## src/rtl/ar3d_pkg.sv

```systemverilog
`timescale 1ns / 1ps
// Shared constants, types and sine table functions for the 3D axis rotation block.
package ar3d_pkg;

  localparam int DEF_COORD_WIDTH    = 16;
  localparam int DEF_TRIG_FRAC_BITS = 15;

  localparam int CFG_INDEX_WIDTH = 2;
  localparam int CFG_DATA_WIDTH  = 9;
  localparam int AXIS_WIDTH      = 2;
  localparam int ANGLE_WIDTH     = 9;

  localparam logic [CFG_INDEX_WIDTH-1:0] REG_AXIS_SELECT   = 2'd0;
  localparam logic [CFG_INDEX_WIDTH-1:0] REG_ANGLE_DEGREES = 2'd1;

  localparam int DEG_WIDTH     = 10;
  localparam int TAB_DEPTH     = 91;
  localparam int TAB_IDX_WIDTH = 7;

  localparam logic [DEG_WIDTH-1:0] DEG_QUARTER       = 10'd90;
  localparam logic [DEG_WIDTH-1:0] DEG_HALF          = 10'd180;
  localparam logic [DEG_WIDTH-1:0] DEG_THREE_QUARTER = 10'd270;
  localparam logic [DEG_WIDTH-1:0] DEG_FULL          = 10'd360;

  localparam logic [63:0] PI_Q30 = 64'd3373259426;
  localparam logic [63:0] SERIES_DIV [1:7] = '{64'd6, 64'd20, 64'd42, 64'd72, 64'd110,
                                               64'd156, 64'd210};

  typedef enum logic [AXIS_WIDTH-1:0] {
    AXIS_X    = 2'd0,
    AXIS_Y    = 2'd1,
    AXIS_Z    = 2'd2,
    AXIS_NONE = 2'd3
  } axis_t;

  typedef struct packed {
    logic  valid;
    axis_t axis;
  } stage_ctl_t;

  typedef struct packed {
    logic                     neg;
    logic [TAB_IDX_WIDTH-1:0] idx;
  } trig_sel_t;

  // Odd power series of sine for 0..90 degrees in unsigned Q2.30
  function automatic logic [63:0] sine_q30(input int unsigned deg);
    logic [63:0] x;
    logic [63:0] term;
    longint      sum;
    x    = (64'(deg) * PI_Q30 + 64'd90) / 64'd180;
    term = x;
    sum  = longint'(x);
    for (int n = 1; n <= 7; n++) begin
      term = (term * x) >> 30;
      term = (term * x) >> 30;
      term = term / SERIES_DIV[n];
      if (n % 2 == 1) begin
        sum = sum - longint'(term);
      end else begin
        sum = sum + longint'(term);
      end
    end
    if (sum < 0) begin
      sum = 0;
    end
    return 64'(sum);
  endfunction

  // Magnitude in Q1.frac, rounded and saturated below 1.0
  function automatic logic [63:0] sine_fixed(input int unsigned deg, input int frac);
    logic [63:0] r;
    logic [63:0] maxv;
    r    = sine_q30(deg);
    maxv = (64'd1 << frac) - 64'd1;
    if (frac < 30) begin
      r = (r + (64'd1 << (29 - frac))) >> (30 - frac);
    end
    if (r > maxv) begin
      r = maxv;
    end
    return r;
  endfunction

  // Fold 0..359 degrees into a quarter-wave index and a sign
  function automatic trig_sel_t fold_angle(input logic [DEG_WIDTH-1:0] a);
    trig_sel_t sel;
    priority if (a <= DEG_QUARTER) begin
      sel.neg = 1'b0;
      sel.idx = TAB_IDX_WIDTH'(a);
    end else if (a <= DEG_HALF) begin
      sel.neg = 1'b0;
      sel.idx = TAB_IDX_WIDTH'(DEG_HALF - a);
    end else if (a <= DEG_THREE_QUARTER) begin
      sel.neg = 1'b1;
      sel.idx = TAB_IDX_WIDTH'(a - DEG_HALF);
    end else begin
      sel.neg = 1'b1;
      sel.idx = TAB_IDX_WIDTH'(DEG_FULL - a);
    end
    return sel;
  endfunction

endpackage

```

## src/rtl/axis_rotation_3d_point.sv

```systemverilog
`timescale 1ns / 1ps
// Top level of the 3D principal-axis point rotator.
//
// Usage:
//   Configuration: pulse cfg_write with cfg_index 0 to set the axis
//   (0 x, 1 y, 2 z, 3 pass-through) or cfg_index 1 to set the angle in
//   whole degrees (taken modulo 360). Other indexes are ignored. The
//   sine/cosine coefficients are looked up from a 91-entry quarter-wave
//   table (the folded index is registered, then the coefficients) and
//   are ready for a request issued the cycle after the write.
//   Requests: a point is taken at a clock edge where start is high and
//   busy is low. busy is never raised: one request per cycle is taken.
//   Results: done is high for one cycle with rotated_x/y/z and clipped.
//   The path is a four-stage pipeline (operand select, multiply, sum
//   and round, saturate), so throughput is one point per clock.
//   There is no result back-pressure; the receiver must take each result.
//   Reset: synchronous rst empties the pipeline, selects the x axis and
//   sets the angle to zero (sine 0, cosine full scale).
module axis_rotation_3d_point #(
  parameter int COORD_WIDTH    = ar3d_pkg::DEF_COORD_WIDTH,
  parameter int TRIG_FRAC_BITS = ar3d_pkg::DEF_TRIG_FRAC_BITS
) (
  input  logic                                 clk,
  input  logic                                 rst,
  input  logic                                 cfg_write,
  input  logic [ar3d_pkg::CFG_INDEX_WIDTH-1:0] cfg_index,
  input  logic [ar3d_pkg::CFG_DATA_WIDTH-1:0]  cfg_data,
  input  logic                                 start,
  output logic                                 busy,
  input  logic signed [COORD_WIDTH-1:0]        point_x,
  input  logic signed [COORD_WIDTH-1:0]        point_y,
  input  logic signed [COORD_WIDTH-1:0]        point_z,
  output logic                                 done,
  output logic signed [COORD_WIDTH-1:0]        rotated_x,
  output logic signed [COORD_WIDTH-1:0]        rotated_y,
  output logic signed [COORD_WIDTH-1:0]        rotated_z,
  output logic                                 clipped
);
  import ar3d_pkg::*;

  localparam int SUM_WIDTH = COORD_WIDTH + TRIG_FRAC_BITS + 2;

  axis_t                          axis_select;
  logic signed [TRIG_FRAC_BITS:0] sine_value;
  logic signed [TRIG_FRAC_BITS:0] cosine_value;
  logic                           accept;
  stage_ctl_t                     sum_ctl;
  logic signed [SUM_WIDTH-1:0]    sum_first;
  logic signed [SUM_WIDTH-1:0]    sum_second;
  logic signed [COORD_WIDTH-1:0]  coord_u;
  logic signed [COORD_WIDTH-1:0]  coord_v;
  logic signed [COORD_WIDTH-1:0]  coord_w;

  assign busy   = 1'b0;
  assign accept = start && !busy;

  ar3d_trig #(
    .TRIG_FRAC_BITS(TRIG_FRAC_BITS)
  ) u_trig (
    .clk         (clk),
    .rst         (rst),
    .cfg_write   (cfg_write),
    .cfg_index   (cfg_index),
    .cfg_data    (cfg_data),
    .axis_select (axis_select),
    .sine_value  (sine_value),
    .cosine_value(cosine_value)
  );

  ar3d_mix #(
    .COORD_WIDTH   (COORD_WIDTH),
    .TRIG_FRAC_BITS(TRIG_FRAC_BITS),
    .SUM_WIDTH     (SUM_WIDTH)
  ) u_mix (
    .clk         (clk),
    .rst         (rst),
    .in_valid    (accept),
    .point_x     (point_x),
    .point_y     (point_y),
    .point_z     (point_z),
    .axis_select (axis_select),
    .sine_value  (sine_value),
    .cosine_value(cosine_value),
    .sum_ctl     (sum_ctl),
    .sum_first   (sum_first),
    .sum_second  (sum_second),
    .coord_u     (coord_u),
    .coord_v     (coord_v),
    .coord_w     (coord_w)
  );

  ar3d_round #(
    .COORD_WIDTH   (COORD_WIDTH),
    .TRIG_FRAC_BITS(TRIG_FRAC_BITS),
    .SUM_WIDTH     (SUM_WIDTH)
  ) u_round (
    .clk       (clk),
    .rst       (rst),
    .sum_ctl   (sum_ctl),
    .sum_first (sum_first),
    .sum_second(sum_second),
    .coord_u   (coord_u),
    .coord_v   (coord_v),
    .coord_w   (coord_w),
    .done      (done),
    .rotated_x (rotated_x),
    .rotated_y (rotated_y),
    .rotated_z (rotated_z),
    .clipped   (clipped)
  );

  a_request_done : assert property (@(posedge clk) disable iff (rst)
    accept |-> ##4 done)
    else $error("request produced no result");

  a_done_has_request : assert property (@(posedge clk) disable iff (rst)
    done |-> $past(accept, 4))
    else $error("result without a request");

endmodule

```

## src/rtl/ar3d_trig.sv

```systemverilog
`timescale 1ns / 1ps
// Configuration registers and sine/cosine coefficient generation from the quarter-wave table.
module ar3d_trig #(
  parameter int TRIG_FRAC_BITS = ar3d_pkg::DEF_TRIG_FRAC_BITS
) (
  input  logic                                 clk,
  input  logic                                 rst,
  input  logic                                 cfg_write,
  input  logic [ar3d_pkg::CFG_INDEX_WIDTH-1:0] cfg_index,
  input  logic [ar3d_pkg::CFG_DATA_WIDTH-1:0]  cfg_data,
  output ar3d_pkg::axis_t                      axis_select,
  output logic signed [TRIG_FRAC_BITS:0]       sine_value,
  output logic signed [TRIG_FRAC_BITS:0]       cosine_value
);
  import ar3d_pkg::*;

  localparam logic signed [TRIG_FRAC_BITS:0] TRIG_MAX = {1'b0, {TRIG_FRAC_BITS{1'b1}}};

  logic [TRIG_FRAC_BITS-1:0] sine_tab [TAB_DEPTH];

  for (genvar d = 0; d < TAB_DEPTH; d++) begin : g_tab
    localparam logic [TRIG_FRAC_BITS-1:0] ENTRY =
      TRIG_FRAC_BITS'(sine_fixed(d, TRIG_FRAC_BITS));
    assign sine_tab[d] = ENTRY;
  end

  logic                 axis_wr;
  logic                 angle_wr;
  logic [DEG_WIDTH-1:0] angle_raw;
  logic [DEG_WIDTH-1:0] angle_wrapped;
  logic [DEG_WIDTH-1:0] cos_raw;
  logic [DEG_WIDTH-1:0] cos_wrapped;
  trig_sel_t            sine_sel_next;
  trig_sel_t            cos_sel_next;
  trig_sel_t            sine_sel;
  trig_sel_t            cos_sel;
  logic                 trig_load;
  logic signed [TRIG_FRAC_BITS:0] sine_mag;
  logic signed [TRIG_FRAC_BITS:0] cos_mag;

  assign axis_wr  = cfg_write && (cfg_index == REG_AXIS_SELECT);
  assign angle_wr = cfg_write && (cfg_index == REG_ANGLE_DEGREES);

  always_comb begin
    angle_raw     = DEG_WIDTH'(cfg_data[ANGLE_WIDTH-1:0]);
    angle_wrapped = (angle_raw >= DEG_FULL) ? angle_raw - DEG_FULL : angle_raw;
    cos_raw       = angle_wrapped + DEG_QUARTER;
    cos_wrapped   = (cos_raw >= DEG_FULL) ? cos_raw - DEG_FULL : cos_raw;
    sine_sel_next = fold_angle(angle_wrapped);
    cos_sel_next  = fold_angle(cos_wrapped);
  end

  assign sine_mag = {1'b0, sine_tab[sine_sel.idx]};
  assign cos_mag  = {1'b0, sine_tab[cos_sel.idx]};

  always_ff @(posedge clk) begin
    if (rst) begin
      axis_select  <= AXIS_X;
      trig_load    <= 1'b0;
      sine_sel     <= '0;
      cos_sel      <= '0;
      sine_value   <= '0;
      cosine_value <= TRIG_MAX;
    end else begin
      trig_load <= angle_wr;
      if (axis_wr) begin
        axis_select <= axis_t'(cfg_data[AXIS_WIDTH-1:0]);
      end
      if (angle_wr) begin
        sine_sel <= sine_sel_next;
        cos_sel  <= cos_sel_next;
      end
      if (trig_load) begin
        sine_value   <= sine_sel.neg ? -sine_mag : sine_mag;
        cosine_value <= cos_sel.neg ? -cos_mag : cos_mag;
      end
    end
  end

  a_zero_angle : assert property (@(posedge clk) disable iff (rst)
    angle_wr && (cfg_data[ANGLE_WIDTH-1:0] == '0) |=> ##1
      (sine_value == '0) && (cosine_value > 0))
    else $error("zero angle did not give zero sine");

  a_trig_hold : assert property (@(posedge clk) disable iff (rst)
    !trig_load |=> $stable(sine_value) && $stable(cosine_value))
    else $error("coefficients changed without an angle write");

endmodule

```

## src/rtl/ar3d_mix.sv

```systemverilog
`timescale 1ns / 1ps
// Operand select, coefficient products and rounded sums: pipeline stages one to three.
module ar3d_mix #(
  parameter int COORD_WIDTH    = ar3d_pkg::DEF_COORD_WIDTH,
  parameter int TRIG_FRAC_BITS = ar3d_pkg::DEF_TRIG_FRAC_BITS,
  parameter int SUM_WIDTH      = COORD_WIDTH + TRIG_FRAC_BITS + 2
) (
  input  logic                            clk,
  input  logic                            rst,
  input  logic                            in_valid,
  input  logic signed [COORD_WIDTH-1:0]   point_x,
  input  logic signed [COORD_WIDTH-1:0]   point_y,
  input  logic signed [COORD_WIDTH-1:0]   point_z,
  input  ar3d_pkg::axis_t                 axis_select,
  input  logic signed [TRIG_FRAC_BITS:0]  sine_value,
  input  logic signed [TRIG_FRAC_BITS:0]  cosine_value,
  output ar3d_pkg::stage_ctl_t            sum_ctl,
  output logic signed [SUM_WIDTH-1:0]     sum_first,
  output logic signed [SUM_WIDTH-1:0]     sum_second,
  output logic signed [COORD_WIDTH-1:0]   coord_u,
  output logic signed [COORD_WIDTH-1:0]   coord_v,
  output logic signed [COORD_WIDTH-1:0]   coord_w
);
  import ar3d_pkg::*;

  localparam int PROD_WIDTH = COORD_WIDTH + TRIG_FRAC_BITS + 1;
  localparam logic signed [SUM_WIDTH-1:0] ROUND_HALF =
    {{(SUM_WIDTH-1){1'b0}}, 1'b1} << (TRIG_FRAC_BITS - 1);

  logic signed [COORD_WIDTH-1:0] u_next;
  logic signed [COORD_WIDTH-1:0] v_next;
  logic signed [COORD_WIDTH-1:0] w_next;

  stage_ctl_t                    s1_ctl;
  logic signed [COORD_WIDTH-1:0] s1_u;
  logic signed [COORD_WIDTH-1:0] s1_v;
  logic signed [COORD_WIDTH-1:0] s1_w;

  stage_ctl_t                    s2_ctl;
  logic signed [COORD_WIDTH-1:0] s2_u;
  logic signed [COORD_WIDTH-1:0] s2_v;
  logic signed [COORD_WIDTH-1:0] s2_w;
  logic signed [PROD_WIDTH-1:0]  prod_cu;
  logic signed [PROD_WIDTH-1:0]  prod_sv;
  logic signed [PROD_WIDTH-1:0]  prod_su;
  logic signed [PROD_WIDTH-1:0]  prod_cv;

  // first mixed output = c*u - s*v, second = s*u + c*v
  always_comb begin
    unique case (axis_select)
      AXIS_X: begin
        u_next = point_y;
        v_next = point_z;
        w_next = point_x;
      end
      AXIS_Y: begin
        u_next = point_z;
        v_next = point_x;
        w_next = point_y;
      end
      AXIS_Z, AXIS_NONE: begin
        u_next = point_x;
        v_next = point_y;
        w_next = point_z;
      end
      default: begin
        u_next = point_x;
        v_next = point_y;
        w_next = point_z;
      end
    endcase
  end

  always_ff @(posedge clk) begin
    if (rst) begin
      s1_ctl  <= '0;
      s2_ctl  <= '0;
      sum_ctl <= '0;
    end else begin
      s1_ctl  <= '{valid: in_valid, axis: axis_select};
      s2_ctl  <= s1_ctl;
      sum_ctl <= s2_ctl;
    end
  end

  always_ff @(posedge clk) begin
    s1_u <= u_next;
    s1_v <= v_next;
    s1_w <= w_next;

    s2_u    <= s1_u;
    s2_v    <= s1_v;
    s2_w    <= s1_w;
    prod_cu <= PROD_WIDTH'(s1_u) * PROD_WIDTH'(cosine_value);
    prod_sv <= PROD_WIDTH'(s1_v) * PROD_WIDTH'(sine_value);
    prod_su <= PROD_WIDTH'(s1_u) * PROD_WIDTH'(sine_value);
    prod_cv <= PROD_WIDTH'(s1_v) * PROD_WIDTH'(cosine_value);

    coord_u    <= s2_u;
    coord_v    <= s2_v;
    coord_w    <= s2_w;
    sum_first  <= SUM_WIDTH'(prod_cu) - SUM_WIDTH'(prod_sv) + ROUND_HALF;
    sum_second <= SUM_WIDTH'(prod_su) + SUM_WIDTH'(prod_cv) + ROUND_HALF;
  end

endmodule

```

## src/rtl/ar3d_round.sv

```systemverilog
`timescale 1ns / 1ps
// Final stage: shift to the coordinate grid, saturate and route to the output axes.
module ar3d_round #(
  parameter int COORD_WIDTH    = ar3d_pkg::DEF_COORD_WIDTH,
  parameter int TRIG_FRAC_BITS = ar3d_pkg::DEF_TRIG_FRAC_BITS,
  parameter int SUM_WIDTH      = COORD_WIDTH + TRIG_FRAC_BITS + 2
) (
  input  logic                          clk,
  input  logic                          rst,
  input  ar3d_pkg::stage_ctl_t          sum_ctl,
  input  logic signed [SUM_WIDTH-1:0]   sum_first,
  input  logic signed [SUM_WIDTH-1:0]   sum_second,
  input  logic signed [COORD_WIDTH-1:0] coord_u,
  input  logic signed [COORD_WIDTH-1:0] coord_v,
  input  logic signed [COORD_WIDTH-1:0] coord_w,
  output logic                          done,
  output logic signed [COORD_WIDTH-1:0] rotated_x,
  output logic signed [COORD_WIDTH-1:0] rotated_y,
  output logic signed [COORD_WIDTH-1:0] rotated_z,
  output logic                          clipped
);
  import ar3d_pkg::*;

  localparam int Q_WIDTH = SUM_WIDTH - TRIG_FRAC_BITS;
  localparam logic signed [Q_WIDTH-1:0] Q_HI = {3'b000, {(COORD_WIDTH-1){1'b1}}};
  localparam logic signed [Q_WIDTH-1:0] Q_LO = {3'b111, {(COORD_WIDTH-1){1'b0}}};

  logic signed [Q_WIDTH-1:0]     q_first;
  logic signed [Q_WIDTH-1:0]     q_second;
  logic signed [COORD_WIDTH-1:0] r_first;
  logic signed [COORD_WIDTH-1:0] r_second;
  logic                          clip_first;
  logic                          clip_second;
  logic signed [COORD_WIDTH-1:0] x_next;
  logic signed [COORD_WIDTH-1:0] y_next;
  logic signed [COORD_WIDTH-1:0] z_next;
  logic                          clipped_next;

  assign q_first  = sum_first[SUM_WIDTH-1:TRIG_FRAC_BITS];
  assign q_second = sum_second[SUM_WIDTH-1:TRIG_FRAC_BITS];

  always_comb begin
    clip_first  = 1'b0;
    clip_second = 1'b0;
    priority if (q_first > Q_HI) begin
      r_first    = Q_HI[COORD_WIDTH-1:0];
      clip_first = 1'b1;
    end else if (q_first < Q_LO) begin
      r_first    = Q_LO[COORD_WIDTH-1:0];
      clip_first = 1'b1;
    end else begin
      r_first = q_first[COORD_WIDTH-1:0];
    end
    priority if (q_second > Q_HI) begin
      r_second    = Q_HI[COORD_WIDTH-1:0];
      clip_second = 1'b1;
    end else if (q_second < Q_LO) begin
      r_second    = Q_LO[COORD_WIDTH-1:0];
      clip_second = 1'b1;
    end else begin
      r_second = q_second[COORD_WIDTH-1:0];
    end

    clipped_next = clip_first || clip_second;
    unique case (sum_ctl.axis)
      AXIS_X: begin
        x_next = coord_w;
        y_next = r_first;
        z_next = r_second;
      end
      AXIS_Y: begin
        x_next = r_second;
        y_next = coord_w;
        z_next = r_first;
      end
      AXIS_Z: begin
        x_next = r_first;
        y_next = r_second;
        z_next = coord_w;
      end
      AXIS_NONE: begin
        x_next       = coord_u;
        y_next       = coord_v;
        z_next       = coord_w;
        clipped_next = 1'b0;
      end
      default: begin
        x_next       = coord_u;
        y_next       = coord_v;
        z_next       = coord_w;
        clipped_next = 1'b0;
      end
    endcase
  end

  always_ff @(posedge clk) begin
    if (rst) begin
      done <= 1'b0;
    end else begin
      done <= sum_ctl.valid;
    end
  end

  always_ff @(posedge clk) begin
    if (sum_ctl.valid) begin
      rotated_x <= x_next;
      rotated_y <= y_next;
      rotated_z <= z_next;
      clipped   <= clipped_next;
    end
  end

  a_pass_no_clip : assert property (@(posedge clk) disable iff (rst)
    sum_ctl.valid && (sum_ctl.axis == AXIS_NONE) |=> !clipped && (rotated_z == $past(coord_w)))
    else $error("pass-through request was altered");

endmodule
```

## config.mk

```make
export PLATFORM = sky130hd
export DESIGN_NAME = axis_rotation_3d_point
export DESIGN_NICKNAME = d
export VERILOG_FILES = /design/src/rtl/ar3d_pkg.sv /design/src/rtl/axis_rotation_3d_point.sv /design/src/rtl/ar3d_trig.sv /design/src/rtl/ar3d_mix.sv /design/src/rtl/ar3d_round.sv
export SDC_FILE = /design/constraint.sdc
export NUM_CORES = 2
export LEC_CHECK = 0
export BUFFER_PORTS_ARGS = -buffer_cell sky130_fd_sc_hd__buf_2
export CORE_AREA = 5 5 308 310
export CTS_CLUSTER_SIZE = 25
export DETAILED_ROUTE_END_ITERATION = 16
export DIE_AREA = 0 0 313 315
export PLACE_DENSITY = 0.83
export SETUP_SLACK_MARGIN = 0.15
export SLEW_MARGIN = 30
export SYNTH_ARGS = -nofsm -noshare
export SYNTH_HDL_FRONTEND = slang
export SYNTH_SLANG_ARGS = --single-unit
```

## constraint.sdc

```tcl
create_clock -name clk -period 9.1 [get_ports clk]
set_clock_uncertainty 0.15 [all_clocks]
set_input_delay 0.455 -clock clk [delete_from_list [all_inputs] [get_ports clk]]
set_output_delay 0.455 -clock clk [all_outputs]
set_load 0.01 [all_outputs]
```

==> results summary <==
The die height came out at 315 um. The number of I/O pins came out at 114. The cell depth of the worst min-delay path came out at 3.

The first-pass GRT wire length is 269 mm. The half-perimeter wire length after placement is 128 mm. The number of detailed-routing iterations run before antenna repair came out at 8. The wire length per cell came out at 21.4 um.

STA classifies the critical path endpoint as a flop. The count of cell instances traversed by the critical path is 23. The number of max-slew violations in the final report came out at 0.

The synthesized design spends more area on one cell type than any other, namely fa_1. Of all nets on the critical path, the largest fanout is 16. The ratio of routed vias to standard cells came out at 5.96. Setup repair after global routing left no endpoint under its margin. The clock period could shrink to 8000 ps. The total DRC errors in the routed layout is 0.

The floorplan step set the die width to 313 um. The number of distinct standard cells referenced by the synthesized netlist is 95. The maximum level of the CTS H-tree came out at 2.

The share of flip-flops with an asynchronous set or reset came out at 0%. STA classifies the critical path startpoint as a flop. The number of global-route vias before repair is 49.5k. The clock-pin slew of the registers on the worst-case setup and hold paths is 60 ps. The sequential area share after synthesis is 14.7%. The total number of clock tree sinks came out at 417.

The slack of the critical path is 1100 ps. The post-route antenna net violation count is 0. The master cell of the clock root buffer is clkbuf_16. The initial core utilization came out at 65.8%. The via total after detailed routing is 46.5k. The combined buffer and inverter count along the critical path came out at 4. The cell with the most instances on the worst path is fa_1. Entering global routing, the biggest net connects 98 pins. The total overflow reported by the global router is 0. Buffers placed on the I/O ports in this run total 112. The run finished with clean final reports. At the end of the flow, the number of nets in the layout was 8180.

In the synthesized netlist, the cells that appear most often are inv_1 (1243), fa_1 (1048), nand2_1 (723). The cell type group with the largest total delay on the critical path is adder cells. Post-CTS repair changed the size of 0 cells. For this run, the leading register cell type out of synthesis is dfxtp_1. The number of nets in the synthesized netlist is 8206. The worst slack after detailed placement came out at 1220 ps. The worst pin sits at a relative slew slack of 25.7%. The signal on the critical path passes through buf_4 -> nand2_1 -> fa_1 -> inv_1 -> fa_1 -> fa_1 -> fa_1 -> fa_1 -> inv_1 -> fa_1 -> inv_1 -> ha_1 -> a21o_1 -> a21oi_1 -> nand2_1 -> a211oi_1 -> o31ai_1 -> o21a_1 -> o21a_1 -> or2_2 -> a211oi_1 -> a21oi_1 -> xnor2_1. The initial antenna violation count is 11.

The final number of hold-violating endpoints came to 0. The stage delay of the slowest cell on the critical path is 1050 ps. The slowest stage of the critical path is the dfxtp_1 cell. The die outline area is 98600 um^2.

Cells fill 69.7% of the core in the end. The congestion estimate from routability-driven global placement came to 0.957. The overall fraction of global-route tracks in use came out at 34.5%. The area of the mapped netlist is 60100 um^2. The core area is 91400 um^2. Max-cap violations in this run came to 0. In this run the biggest area consumer among cell types represents 34.9% of the synthesized area.

The highest achievable clock rate came out at 125 MHz. In the finished design, the share of the clock period the worst path needs comes to 87.9%. Setup violations remaining at the end of the flow were counted as 0. The data arrival time of the critical path came out at 8360 ps. The worst register-to-register path has a depth of 23. A synthesized cell averages 9.11 um^2. The cell count after synthesis is 6598. At the pin with the least slew margin, the transition time is 1110 ps. The proportion of layout cells with a drive suffix above 1 is 6.49%. The worst-skew pair later-pin latency came out at 620 ps. The summed negative setup slack over all endpoints came out at 0 ps. The number of synthesized register bits is 417. The violation count after the first detailed-route iteration came out at 4456. Row generation in the floorplan step produced 111 rows. The classification of the worst-slack hold path is in -> reg. Yosys attributes the largest share of cell area to fa_1 (35%), dfxtp_1 (12%), ha_1 (10%), inv_1 (7.8%), and2_1 (5.2%). The synthesis warning total came out at 0. TritonCTS built the clock tree. The routed design has 167 mm of wire. By instance count, the leading cell after synthesis is inv_1. Counting the buffers created by CTS gives 48. Relative to the synthesized area, the layout overhead comes to 6.04%.

For the worst setup path, the data required time is 9460 ps. The number of enable-type register cells in the synthesized netlist came out at 49. The clock passes through at most 3 buffers. The worst setup path is of the reg -> reg kind.
cell type report:
class,instances,area (um^2)
antenna,5,12.5
clock buffer,57,1320
clock inverter,30,302
fill,6528,27600
inverter,1245,4670
multi-input combinational,4591,45300
sequential,417,8860
tap,1186,1480
timing repair buffer,269,1820
layer usage:
| metal | GRT usage [%] | up-vias | part of all wire, % |
|---|---|---|---|
| met2 | 54.2 | 2549 | 45 |
| li1 | - | 20500 | - |
| met4 | 19.3 | 10 | 7.3 |
| met3 | 6.86 | 532 | 10 |
| met5 | 0 | - | 0.037 |
| met1 | 45.3 | 22900 | 37 |
cell usage in the layout (no fill, tap or decap), types with 8 or more instances in the layout:
cell type	instances
nor3_1	54
a21oi_1	245
xnor2_1	160
dlygate4sd3_1	26
a21boi_0	8
clkinvlp_4	8
o211ai_1	19
edfxtp_1	49
mux2i_1	96
a221oi_1	13
o21ai_0	201
a211o_1	13
buf_4	130
nand4_1	8
or3_1	21
clkbuf_16	49
inv_1	1242
nand2b_1	52
nor2_1	350
nand3_1	41
dfxtp_2	17
xor2_1	48
a21o_1	62
o31ai_1	26
a2111oi_0	11
o21bai_1	23
or2_2	18
ha_1	497
o21a_1	27
and3_1	20
a211oi_1	55
nor2b_1	46
nand2_1	723
and2_1	500
dfxtp_1	350
a311oi_1	8
mux4_2	42
buf_2	112
a31oi_1	21
fa_1	1048
worst reg2reg max path: stages (launching register included):
cell and delay [ps]:
dfxtp_1 1050, buf_4 400, nand2_1 130, fa_1 520
inv_1 50, fa_1 480, fa_1 560, fa_1 430
fa_1 490, inv_1 50, fa_1 470, inv_1 50
ha_1 330, a21o_1 210, a21oi_1 390, nand2_1 100
a211oi_1 470, o31ai_1 250, o21a_1 230, o21a_1 170
or2_2 280, a211oi_1 360, a21oi_1 140, xnor2_1 140
state kept, by name, summed over array words and instances (netlist names), 18 cells and up:
register and flops:
u_mix.prod_sv 32, u_mix.sum_second 18, u_mix.prod_su 32, u_mix.prod_cv 32, u_mix.sum_first 18, u_mix.prod_cu 32
path summary, 6_finish.rpt:
kind | start | end | slack, ps
setup reg to reg | u_trig.sine_value[8]$_SDFFE_PP0P_ | u_mix.prod_sv[31]$_DFF_P_ | 1100
setup / recovery | u_trig.sine_value[8]$_SDFFE_PP0P_ | u_mix.prod_sv[31]$_DFF_P_ | 1100
hold / removal | point_y[14] | u_mix.s1_w[14]$_DFF_P_ | 20
hold reg to reg | u_mix.s1_w[6]$_DFF_P_ | u_mix.s2_w[6]$_DFF_P_ | 180
stage by stage:
stage	instance area, um^2	instances	hold slack (ps)
2_1_floorplan	60100	6598	160
3_3_place_gp	61800	7682	160
3_5_place_dp	61800	7682	162
4_1_cts	63700	7795	4.00
5_1_grt	63700	7795	31.3
6_report	63700	7800	22.9
logic make-up (layout without fill, tap and decap cells):
| group | after synthesis | count (layout) | share of synthesized area, % |
|---|---|---|---|
| AOI/OAI and AO/OA | 833 | 833 | 8.97 |
| xor gates and xnor gates | 208 | 208 | 3.03 |
| adders and majority gates | 1545 | 1545 | 45.3 |
| buffers and inverters | 1590 | 1601 | 9.98 |
| DFF | 417 | 417 | 14.7 |
| muxes | 145 | 145 | 3.31 |
| other | 1 | 6 | 0.00624 |
| and+or+nand+nor | 1859 | 1859 | 14.8 |
repair_timing:
action                                 CTS  global route
buffers inserted                         0             0
endpoints found under the hold margin   24             0
hold buffers                            26             0
Power is left out: the tool's default activity adds up to more than one toggle a clock period on the data nets, which glitch-free logic cannot reach.
